[config.mk]
export PLATFORM = sky130hd
export DESIGN_NAME = euler_step_with_drag_top
export DESIGN_NICKNAME = d
export VERILOG_FILES = /design/src/sv/esd_pkg.sv /design/src/sv/esd_mul_unit.sv /design/src/sv/euler_step_with_drag_top.sv
export SDC_FILE = /design/constraint.sdc
export NUM_CORES = 2
export LEC_CHECK = 0
export ABC_AREA = 1
export BUFFER_PORTS_ARGS = -buffer_cell sky130_fd_sc_hd__clkbuf_2
export CORE_UTILIZATION = 60
export CTS_CLUSTER_DIAMETER = 150
export DETAILED_ROUTE_END_ITERATION = 6
export MAX_ROUTING_LAYER = met4
export PLACE_DENSITY_LB_ADDON = 0.08
export SETUP_SLACK_MARGIN = 0.1
export SLEW_MARGIN = 20
export SYNTH_ARGS = -nofsm -noshare
export SYNTH_HDL_FRONTEND = slang
export SYNTH_SLANG_ARGS = --single-unit
[constraint.sdc]
create_clock -name clock -period 15.4 [get_ports clock]
set_input_delay 2.31 -clock clock [delete_from_list [all_inputs] [get_ports clock]]
set_output_delay 2.31 -clock clock [all_outputs]
set_load 0.02 [all_outputs]
[src/sv/esd_pkg.sv]
// ----------------------------------------------------------------------------
// esd_pkg: shared types, constants and helpers of the Euler step block.
// Holds the fixed-point limits, register codes, sequencer states and the
// operand bundle that is handed to the shared multiplier.
// ----------------------------------------------------------------------------
package esd_pkg;

   localparam logic signed [31:0] Q_MAX = 32'sh7FFFFFFF;
   localparam logic signed [31:0] Q_MIN = 32'sh80000000;

   localparam logic [31:0] HALF_RHO_Q16   = 32'd40141;
   localparam logic [63:0] FAST_SQ_THRESH = 64'd1073741824;
   localparam logic [63:0] SLOW_SQ_THRESH = 64'd429497;

   localparam logic signed [31:0] GRAVITY_RESET  = -32'sd642253;
   localparam logic signed [31:0] DRAG_RESET     = 32'sd6554;
   localparam logic [30:0]        INV_MASS_RESET = 31'd3277;

   localparam logic CMD_FORCE = 1'b0;
   localparam logic CMD_STEP  = 1'b1;

   localparam logic [1:0] CSR_GRAVITY  = 2'd0;
   localparam logic [1:0] CSR_DRAG     = 2'd1;
   localparam logic [1:0] CSR_INV_MASS = 2'd2;

   typedef enum logic [3:0] {
      ST_IDLE,
      ST_SPEED,
      ST_DRAG_SEL,
      ST_DSQ,
      ST_DRHO,
      ST_DCOEF,
      ST_ACC,
      ST_GRAV,
      ST_VEL,
      ST_DADD,
      ST_POS,
      ST_FINISH
   } state_type;

   typedef struct packed {
      logic [31:0] mag_a;
      logic [31:0] mag_b;
      logic        neg;
   } mul_op_type;

   function automatic logic [31:0] mag32(input logic signed [31:0] v);
      logic [31:0] r;
      r = v[31] ? (~v + 32'd1) : v;
      return r;
   endfunction

   function automatic logic signed [31:0] sat_add(input logic signed [31:0] a,
                                                  input logic signed [31:0] b);
      logic signed [32:0] sum;
      sum = {a[31], a} + {b[31], b};
      if (sum[32] != sum[31]) begin
         return sum[32] ? Q_MIN : Q_MAX;
      end
      return sum[31:0];
   endfunction

endpackage

[src/sv/esd_mul_unit.sv]
// ----------------------------------------------------------------------------
// esd_mul_unit: shared sign-magnitude multiplier.
// Registers the 64-bit product of two magnitudes, then gives the raw product
// and the Q16.16 result shifted, signed and saturated to 32 bits.
// ----------------------------------------------------------------------------
module esd_mul_unit (
   input  logic                clock,
   input  esd_pkg::mul_op_type op,
   output logic [63:0]         prod,
   output logic signed [31:0]  qsat
);

   logic [63:0] prod_ff;
   logic [63:0] prod_in;
   logic        neg_ff;
   logic        neg_in;
   logic [47:0] mag_q;

   assign prod_in = 64'(op.mag_a) * 64'(op.mag_b);
   assign neg_in  = op.neg;

   always_ff @(posedge clock) begin
      prod_ff <= prod_in;
      neg_ff  <= neg_in;
   end

   assign prod  = prod_ff;
   assign mag_q = prod_ff[63:16];

   always_comb begin
      if (neg_ff) begin
         if (mag_q > 48'h0000_8000_0000) begin
            qsat = esd_pkg::Q_MIN;
         end else begin
            qsat = ~mag_q[31:0] + 32'd1;
         end
      end else begin
         if (mag_q > 48'h0000_7FFF_FFFF) begin
            qsat = esd_pkg::Q_MAX;
         end else begin
            qsat = mag_q[31:0];
         end
      end
   end

endmodule

[src/sv/euler_step_with_drag_top.sv]
// ----------------------------------------------------------------------------
// euler_step_with_drag_top: semi-implicit Euler step of one body with drag.
// A force beat is absorbed and yields no result beat.
// A step beat yields one result beat (no drag, linear drag, quadratic drag);
// all products go through the one shared multiplier, and the sequencer waits
// for each product before it issues the next. The next beat can be accepted
// once the result beat is in the output register, and a result beat still held at the output stalls the block.
// Reset clears position, velocity and force and loads the default registers.
// ----------------------------------------------------------------------------
module euler_step_with_drag_top (
   input  logic         clock,
   input  logic         reset,
   input  logic         req_tvalid,
   output logic         req_tready,
   // force_x, force_y, force_z, time_delta, zero fill
   input  logic [119:0] req_tdata,
   // cmd
   input  logic         req_tuser,
   output logic         rsp_tvalid,
   input  logic         rsp_tready,
   // pos_x, pos_y, pos_z, vel_x, vel_y, vel_z
   output logic [191:0] rsp_tdata,
   input  logic         csr_valid,
   output logic         csr_ready,
   input  logic [1:0]   csr_index,
   input  logic [31:0]  csr_data
);

   esd_pkg::state_type state_ff, state_in;
   logic               phase_ff, phase_in;
   logic [1:0]         axis_ff, axis_in;
   logic               rsp_valid_ff, rsp_valid_in;
   logic [191:0]       rsp_data_ff, rsp_data_in;

   logic signed [31:0] grav_ff, grav_in;
   logic signed [31:0] dc_ff, dc_in;
   logic [30:0]        inv_ff, inv_in;

   logic signed [31:0] pos_ff [3];
   logic signed [31:0] pos_in [3];
   logic signed [31:0] vel_ff [3];
   logic signed [31:0] vel_in [3];
   logic signed [31:0] force_ff [3];
   logic signed [31:0] force_in [3];

   logic [63:0]        s_ff, s_in;
   logic [31:0]        tmp_ff, tmp_in;
   logic               big_ff, big_in;
   logic signed [31:0] drag_ff, drag_in;
   logic signed [31:0] acc_ff, acc_in;
   logic [19:0]        dt_ff, dt_in;

   esd_pkg::mul_op_type mul_op;
   logic [63:0]         prod;
   logic signed [31:0]  qsat;

   logic               req_fire;
   logic               rsp_free;
   logic signed [31:0] vel_cur;
   logic signed [31:0] pos_cur;
   logic signed [31:0] force_cur;
   logic [31:0]        w_mag;
   logic               w_neg;
   logic               fast;
   logic               slow;

   esd_mul_unit u_mul (
      .clock (clock),
      .op    (mul_op),
      .prod  (prod),
      .qsat  (qsat)
   );

   assign req_tready = (state_ff == esd_pkg::ST_IDLE);
   assign req_fire   = req_tvalid && req_tready;
   assign csr_ready  = 1'b1;
   assign rsp_tvalid = rsp_valid_ff;
   assign rsp_tdata  = rsp_data_ff;
   assign rsp_free   = !rsp_valid_ff || rsp_tready;

   assign vel_cur   = vel_ff[axis_ff];
   assign pos_cur   = pos_ff[axis_ff];
   assign force_cur = force_ff[axis_ff];
   assign w_mag     = (vel_cur == esd_pkg::Q_MIN) ? esd_pkg::Q_MAX : esd_pkg::mag32(vel_cur);
   assign w_neg     = !vel_cur[31] && (vel_cur != 32'sd0);
   assign fast      = s_ff > esd_pkg::FAST_SQ_THRESH;
   assign slow      = s_ff > esd_pkg::SLOW_SQ_THRESH;

   // Next state.
   always_comb begin
      state_in = state_ff;
      unique case (state_ff)
         esd_pkg::ST_IDLE: begin
            if (req_fire && req_tuser == esd_pkg::CMD_STEP) begin
               state_in = esd_pkg::ST_SPEED;
            end
         end
         esd_pkg::ST_SPEED: begin
            if (phase_ff && axis_ff == 2'd2) begin
               state_in = esd_pkg::ST_DRAG_SEL;
            end
         end
         esd_pkg::ST_DRAG_SEL: begin
            if (fast) begin
               state_in = esd_pkg::ST_DSQ;
            end else if (slow) begin
               state_in = esd_pkg::ST_DCOEF;
            end else begin
               state_in = esd_pkg::ST_ACC;
            end
         end
         esd_pkg::ST_DSQ: begin
            if (phase_ff) state_in = esd_pkg::ST_DRHO;
         end
         esd_pkg::ST_DRHO: begin
            if (phase_ff) state_in = esd_pkg::ST_DCOEF;
         end
         esd_pkg::ST_DCOEF: begin
            if (phase_ff) state_in = esd_pkg::ST_ACC;
         end
         esd_pkg::ST_ACC: begin
            if (phase_ff) begin
               state_in = (axis_ff == 2'd1) ? esd_pkg::ST_GRAV : esd_pkg::ST_VEL;
            end
         end
         esd_pkg::ST_GRAV: state_in = esd_pkg::ST_VEL;
         esd_pkg::ST_VEL: begin
            if (phase_ff) state_in = esd_pkg::ST_DADD;
         end
         esd_pkg::ST_DADD: state_in = esd_pkg::ST_POS;
         esd_pkg::ST_POS: begin
            if (phase_ff) begin
               state_in = (axis_ff == 2'd2) ? esd_pkg::ST_FINISH : esd_pkg::ST_DRAG_SEL;
            end
         end
         esd_pkg::ST_FINISH: begin
            if (rsp_free) state_in = esd_pkg::ST_IDLE;
         end
         default: state_in = esd_pkg::ST_IDLE;
      endcase
   end

   // Datapath, multiplier operands and write-back.
   always_comb begin
      phase_in     = 1'b0;
      axis_in      = axis_ff;
      rsp_data_in  = rsp_data_ff;
      rsp_valid_in = rsp_tready ? 1'b0 : rsp_valid_ff;
      grav_in      = grav_ff;
      dc_in        = dc_ff;
      inv_in       = inv_ff;
      pos_in       = pos_ff;
      vel_in       = vel_ff;
      force_in     = force_ff;
      s_in         = s_ff;
      tmp_in       = tmp_ff;
      big_in       = big_ff;
      drag_in      = drag_ff;
      acc_in       = acc_ff;
      dt_in        = dt_ff;
      mul_op       = '0;

      if (csr_valid && csr_ready) begin
         unique case (csr_index)
            esd_pkg::CSR_GRAVITY:  grav_in = csr_data;
            esd_pkg::CSR_DRAG:     dc_in   = csr_data;
            esd_pkg::CSR_INV_MASS: inv_in  = csr_data[30:0];
            default: ;
         endcase
      end

      unique case (state_ff)
         esd_pkg::ST_IDLE: begin
            if (req_fire) begin
               if (req_tuser == esd_pkg::CMD_STEP) begin
                  dt_in   = req_tdata[115:96];
                  s_in    = 64'd0;
                  axis_in = 2'd0;
               end else begin
                  force_in[0] = esd_pkg::sat_add(force_ff[0], req_tdata[31:0]);
                  force_in[1] = esd_pkg::sat_add(force_ff[1], req_tdata[63:32]);
                  force_in[2] = esd_pkg::sat_add(force_ff[2], req_tdata[95:64]);
               end
            end
         end
         esd_pkg::ST_SPEED: begin
            phase_in     = !phase_ff;
            mul_op.mag_a = esd_pkg::mag32(vel_cur);
            mul_op.mag_b = esd_pkg::mag32(vel_cur);
            if (phase_ff) begin
               s_in    = s_ff + prod;
               axis_in = (axis_ff == 2'd2) ? 2'd0 : axis_ff + 2'd1;
            end
         end
         esd_pkg::ST_DRAG_SEL: begin
            drag_in = 32'sd0;
         end
         esd_pkg::ST_DSQ: begin
            phase_in     = !phase_ff;
            mul_op.mag_a = w_mag;
            mul_op.mag_b = w_mag;
            if (phase_ff) begin
               big_in = |prod[63:48];
               tmp_in = prod[47:16];
            end
         end
         esd_pkg::ST_DRHO: begin
            phase_in     = !phase_ff;
            mul_op.mag_a = tmp_ff;
            mul_op.mag_b = esd_pkg::HALF_RHO_Q16;
            if (phase_ff) begin
               tmp_in = (big_ff || |prod[63:47]) ? esd_pkg::Q_MAX : prod[47:16];
            end
         end
         esd_pkg::ST_DCOEF: begin
            phase_in     = !phase_ff;
            mul_op.mag_a = fast ? tmp_ff : w_mag;
            mul_op.mag_b = esd_pkg::mag32(dc_ff);
            mul_op.neg   = w_neg ^ dc_ff[31];
            if (phase_ff) drag_in = qsat;
         end
         esd_pkg::ST_ACC: begin
            phase_in     = !phase_ff;
            mul_op.mag_a = esd_pkg::mag32(force_cur);
            mul_op.mag_b = {1'b0, inv_ff};
            mul_op.neg   = force_cur[31];
            if (phase_ff) acc_in = qsat;
         end
         esd_pkg::ST_GRAV: begin
            acc_in = esd_pkg::sat_add(acc_ff, grav_ff);
         end
         esd_pkg::ST_VEL: begin
            phase_in     = !phase_ff;
            mul_op.mag_a = esd_pkg::mag32(acc_ff);
            mul_op.mag_b = {12'd0, dt_ff};
            mul_op.neg   = acc_ff[31];
            if (phase_ff) vel_in[axis_ff] = esd_pkg::sat_add(vel_cur, qsat);
         end
         esd_pkg::ST_DADD: begin
            vel_in[axis_ff] = esd_pkg::sat_add(vel_cur, drag_ff);
         end
         esd_pkg::ST_POS: begin
            phase_in     = !phase_ff;
            mul_op.mag_a = esd_pkg::mag32(vel_cur);
            mul_op.mag_b = {12'd0, dt_ff};
            mul_op.neg   = vel_cur[31];
            if (phase_ff) begin
               pos_in[axis_ff]   = esd_pkg::sat_add(pos_cur, qsat);
               force_in[axis_ff] = 32'sd0;
               axis_in           = (axis_ff == 2'd2) ? 2'd0 : axis_ff + 2'd1;
            end
         end
         esd_pkg::ST_FINISH: begin
            if (rsp_free) begin
               rsp_valid_in = 1'b1;
               rsp_data_in  = {vel_ff[2], vel_ff[1], vel_ff[0],
                               pos_ff[2], pos_ff[1], pos_ff[0]};
            end
         end
         default: ;
      endcase
   end

   always_ff @(posedge clock) begin
      if (reset) begin
         state_ff     <= esd_pkg::ST_IDLE;
         phase_ff     <= 1'b0;
         axis_ff      <= 2'd0;
         rsp_valid_ff <= 1'b0;
         grav_ff      <= esd_pkg::GRAVITY_RESET;
         dc_ff        <= esd_pkg::DRAG_RESET;
         inv_ff       <= esd_pkg::INV_MASS_RESET;
         for (int i = 0; i < 3; i++) begin
            pos_ff[i]   <= 32'sd0;
            vel_ff[i]   <= 32'sd0;
            force_ff[i] <= 32'sd0;
         end
      end else begin
         state_ff     <= state_in;
         phase_ff     <= phase_in;
         axis_ff      <= axis_in;
         rsp_valid_ff <= rsp_valid_in;
         grav_ff      <= grav_in;
         dc_ff        <= dc_in;
         inv_ff       <= inv_in;
         pos_ff       <= pos_in;
         vel_ff       <= vel_in;
         force_ff     <= force_in;
      end
   end

   always_ff @(posedge clock) begin
      rsp_data_ff <= rsp_data_in;
      s_ff        <= s_in;
      tmp_ff      <= tmp_in;
      big_ff      <= big_in;
      drag_ff     <= drag_in;
      acc_ff      <= acc_in;
      dt_ff       <= dt_in;
   end

endmodule

==> qor.txt <==
Max Clock Freq = 81.1 MHz
Clock Path Buffers = 3
share of cells above drive strength 1 = 0.0655
Hold Path Stages = 0
sequential share of the synthesized area = 0.221
Synth Register Bits = 829
hold endpoint = rsp_tdata[163]
ranking of synthesized cells by area = fa_1 20%, nand2_1 13%, edfxtp_1 12%, dfxtp_1 9.9%, inv_1 9.3%
Max-Cap Viols = 0
Hold Path Origin = vel_ff[3]
Tot GR Track Use = 0.485
Post-synth EDFFs = 373
FF-to-FF Start = axis_ff[0]
Post-DP HPWL = 287,000 um
Post-Route Setup TNS = 0 ps
Initial DRC Count = 11.8k
Worst Path Required = 16,010 ps
Slew HR = 0.175
Multi-input gate area = 61,100 um^2
vias in the first global route = 90.1k
detail-routed via count per cell = 6.09
Cells after Synth = 12.8k
antenna violations before repair = 26
Switching Fraction = 0.397
Synth top cells by count = 3,227 x nand2_1, 2,273 x inv_1, 1,432 x nor2_1, 904 x fa_1, 807 x nand3_1
YS warnings = 0
Post-Syn Area = 92,000 um^2
drt wl/cell = 24.5 um
Die Y = 394 um
Top Ports = 355
post-route ant nets = 0
slowest stage delay, CP = 910 ps
most common flop cell mapped by yosys = dfxtp_1
first-pass GRT wire length = 549,000 um
Hold Vio Cnt, Final = 0
clock network power share = 0.331
final wirelength = 370,000 um
Row Count = 143
critical path class = flop to flop
register area = 20,300 um^2
DRC Markers = 65
worst-path maximum fanout = 46
CTS Buf Count = 93
Synth Area per Inst = 7.18 um^2
Worst-path clk slew = 70 ps
Initial Utilization = 0.605
Hold Path Class = flop to flop
cell taking the most area after synthesis = fa_1
RSZ-0062 raised after global routing = no
die area = 155,000 um^2
Worst setup EP type = flop
R2R setup slack = 3070 ps
failing checks = design-rule violations
FILL cells = 12.9k
Setup violations, final = 0
H-tree depth = 3
hold buffer count at cts = 0
Post-Syn Nets = 14.4k
share of flip-flops with an asynchronous set or reset = 0
Setup Skew = 102 ps
Core Region = 152,000 um^2
R2R depth = 35
startpoint types = flop
slowest CP cell = dfxtp_2
Leak Pwr = 50.3 nW
Comb pwr share = 0.320
port buffer count = 349
clock sinks = 829
Die W = 394 um
GRT Residual Overflow = 0
Crit path arrival time = 12,940 ps
RePlAce Congestion = 1.07
Final Critical Period = 12,330 ps
Layout Nets = 14.6k
CTS tree = done
Reg power frac = 0.349
Vias = 92.0k
Netlist cell types = 65
fin crit share = 0.801
Int Pwr = 4.44 mW
most used cell, CP = fa_1
peak supply drop = 134 uV
largest net degree at the start of global routing = 89
crit path from = axis_ff[0]
cts repair resizes = 0
root buffer cell = clkbuf_16
Slew Viols, Final = 0
Post-CTS Setup Repair Bufs = 0
Worst R2R End = u_mul.prod[59]
final hold slack = 427 ps
Detailed Routing Iterations Pass 1 = 7
most common cell in the synthesized netlist = nand2_1
Net Sw Power = 2.92 mW
P per Cell Area = 74.5 nW/um^2
status = finished with violations
worst slew pin tran = 1230 ps
worst skew pair latency = 810 ps
Area Growth Syn to Fin = 7.44%
Yosys top cell area share = 0.197
==> stage by stage <==
step | total power [mW] | std cells | cell area, um^2 | util | worst slack, ps
finish | 7.36 | 15100 | 98900 | 0.650 | 3070
global route | 7.65 | 15100 | 98800 | 0.650 | 2820
CTS | 7.27 | 15100 | 98800 | 0.649 | 3680
detailed placement | 4.86 | 14900 | 95400 | 0.627 | 3720
global placement | 4.80 | 14900 | 95400 | 0.627 | 3910
floorplan | 4.16 | 12800 | 92000 | - | 2980
==> state kept, by name, indices dropped and copies added, names as in the netlist, 2 cells and up <==
signal and cells:
acc_ff 32, dc_ff 32, axis_ff 2, inv_ff 31, rsp_tdata 192, s_ff 64
pos_ff 96, vel_ff 96, dt_ff 20, u_mul.prod 64, grav_ff 32, state_ff 4
force_ff 96, drag_ff 32, tmp_ff 32
==> routing by layer <==
metal	global-route usage	wire length, um	vias to the layer above
li1	-	-	40500
met1	0.576	132000	43100
met2	0.702	155000	6640
met3	0.144	49000	1848
met4	0.347	33700	0
met5	-	0	-
==> area by class of cell <==
| type | count | area share |
|---|---|---|
| Inverter | 2325 | 0.0884 |
| Timing Repair Buffer | 474 | 0.0272 |
| Clock buffer | 119 | 0.0262 |
| Antenna cell | 34 | 0.000861 |
| Tap cell | 2030 | 0.0257 |
| Multi-Input combinational cell | 9240 | 0.618 |
| Clock inverter | 57 | 0.00763 |
| Sequential cell | 829 | 0.206 |
==> worst max-delay path by stage <==
stage                     cells past startpoint  slack [ps]              to
after floorplan                               2        2980    rsp_tdata[0]
after global placement                       35        3910  u_mul.prod[59]
after detailed placement                     35        3720  u_mul.prod[59]
after CTS                                    35        3680  u_mul.prod[59]
after global routing                         35        2820  u_mul.prod[53]
final                                        35        3070  u_mul.prod[59]
==> power groups by stage <==
stage	clock (mW)	sequential [mW]	combinational, mW
floorplan	0	2.53	1.62
global placement	0	2.60	2.20
detailed placement	0	2.60	2.26
CTS	2.43	2.56	2.28
global route	2.52	2.57	2.55
finish	2.44	2.57	2.36
==> worst max-delay path: cells and delay by family, from the launching register on <==
| family | cells | cell delay (ps) |
|---|---|---|
| AND/OR/NAND/NOR | 8 | 2400 |
| adder cells (fa/ha/maj) | 9 | 4370 |
| buffers and inverters | 9 | 2010 |
| flip-flops | 1 | 910 |
| AO/OA/AOI/OAI | 8 | 2040 |
| XOR/XNOR | 1 | 230 |
==> cell usage in the layout (no fill, tap or decap), types with 45 or more instances in the layout <==
cell type	instances
nand3_1	804
nor3_1	101
o21a_1	120
edfxtp_1	373
ha_1	559
nand4_1	69
nand3_2	45
clkbuf_2	348
o21ai_0	472
clkbuf_16	98
xnor2_1	80
nor2_1	1420
o21bai_1	69
nand2_1	3224
inv_1	2270
xor2_1	123
a22oi_1	55
fa_1	904
a21o_1	62
dfxtp_1	455
buf_4	125
a21oi_1	768
==> cells by family (layout without fill, tap and decap cells) <==
family                     after synthesis  count (layout)  synth area share
DFF                                    829             829             0.221
and+or+nand+nor                       5864            5864             0.265
adders and majority gates             1463            1463             0.273
other                                    1              35         0.0000408
buffers and inverters                 2746            2975             0.117
xor gates and xnor gates               203             203            0.0193
AOI/OAI and AO/OA                     1709            1709             0.106
No activity file was read; power rests on OpenSTA's default activity.
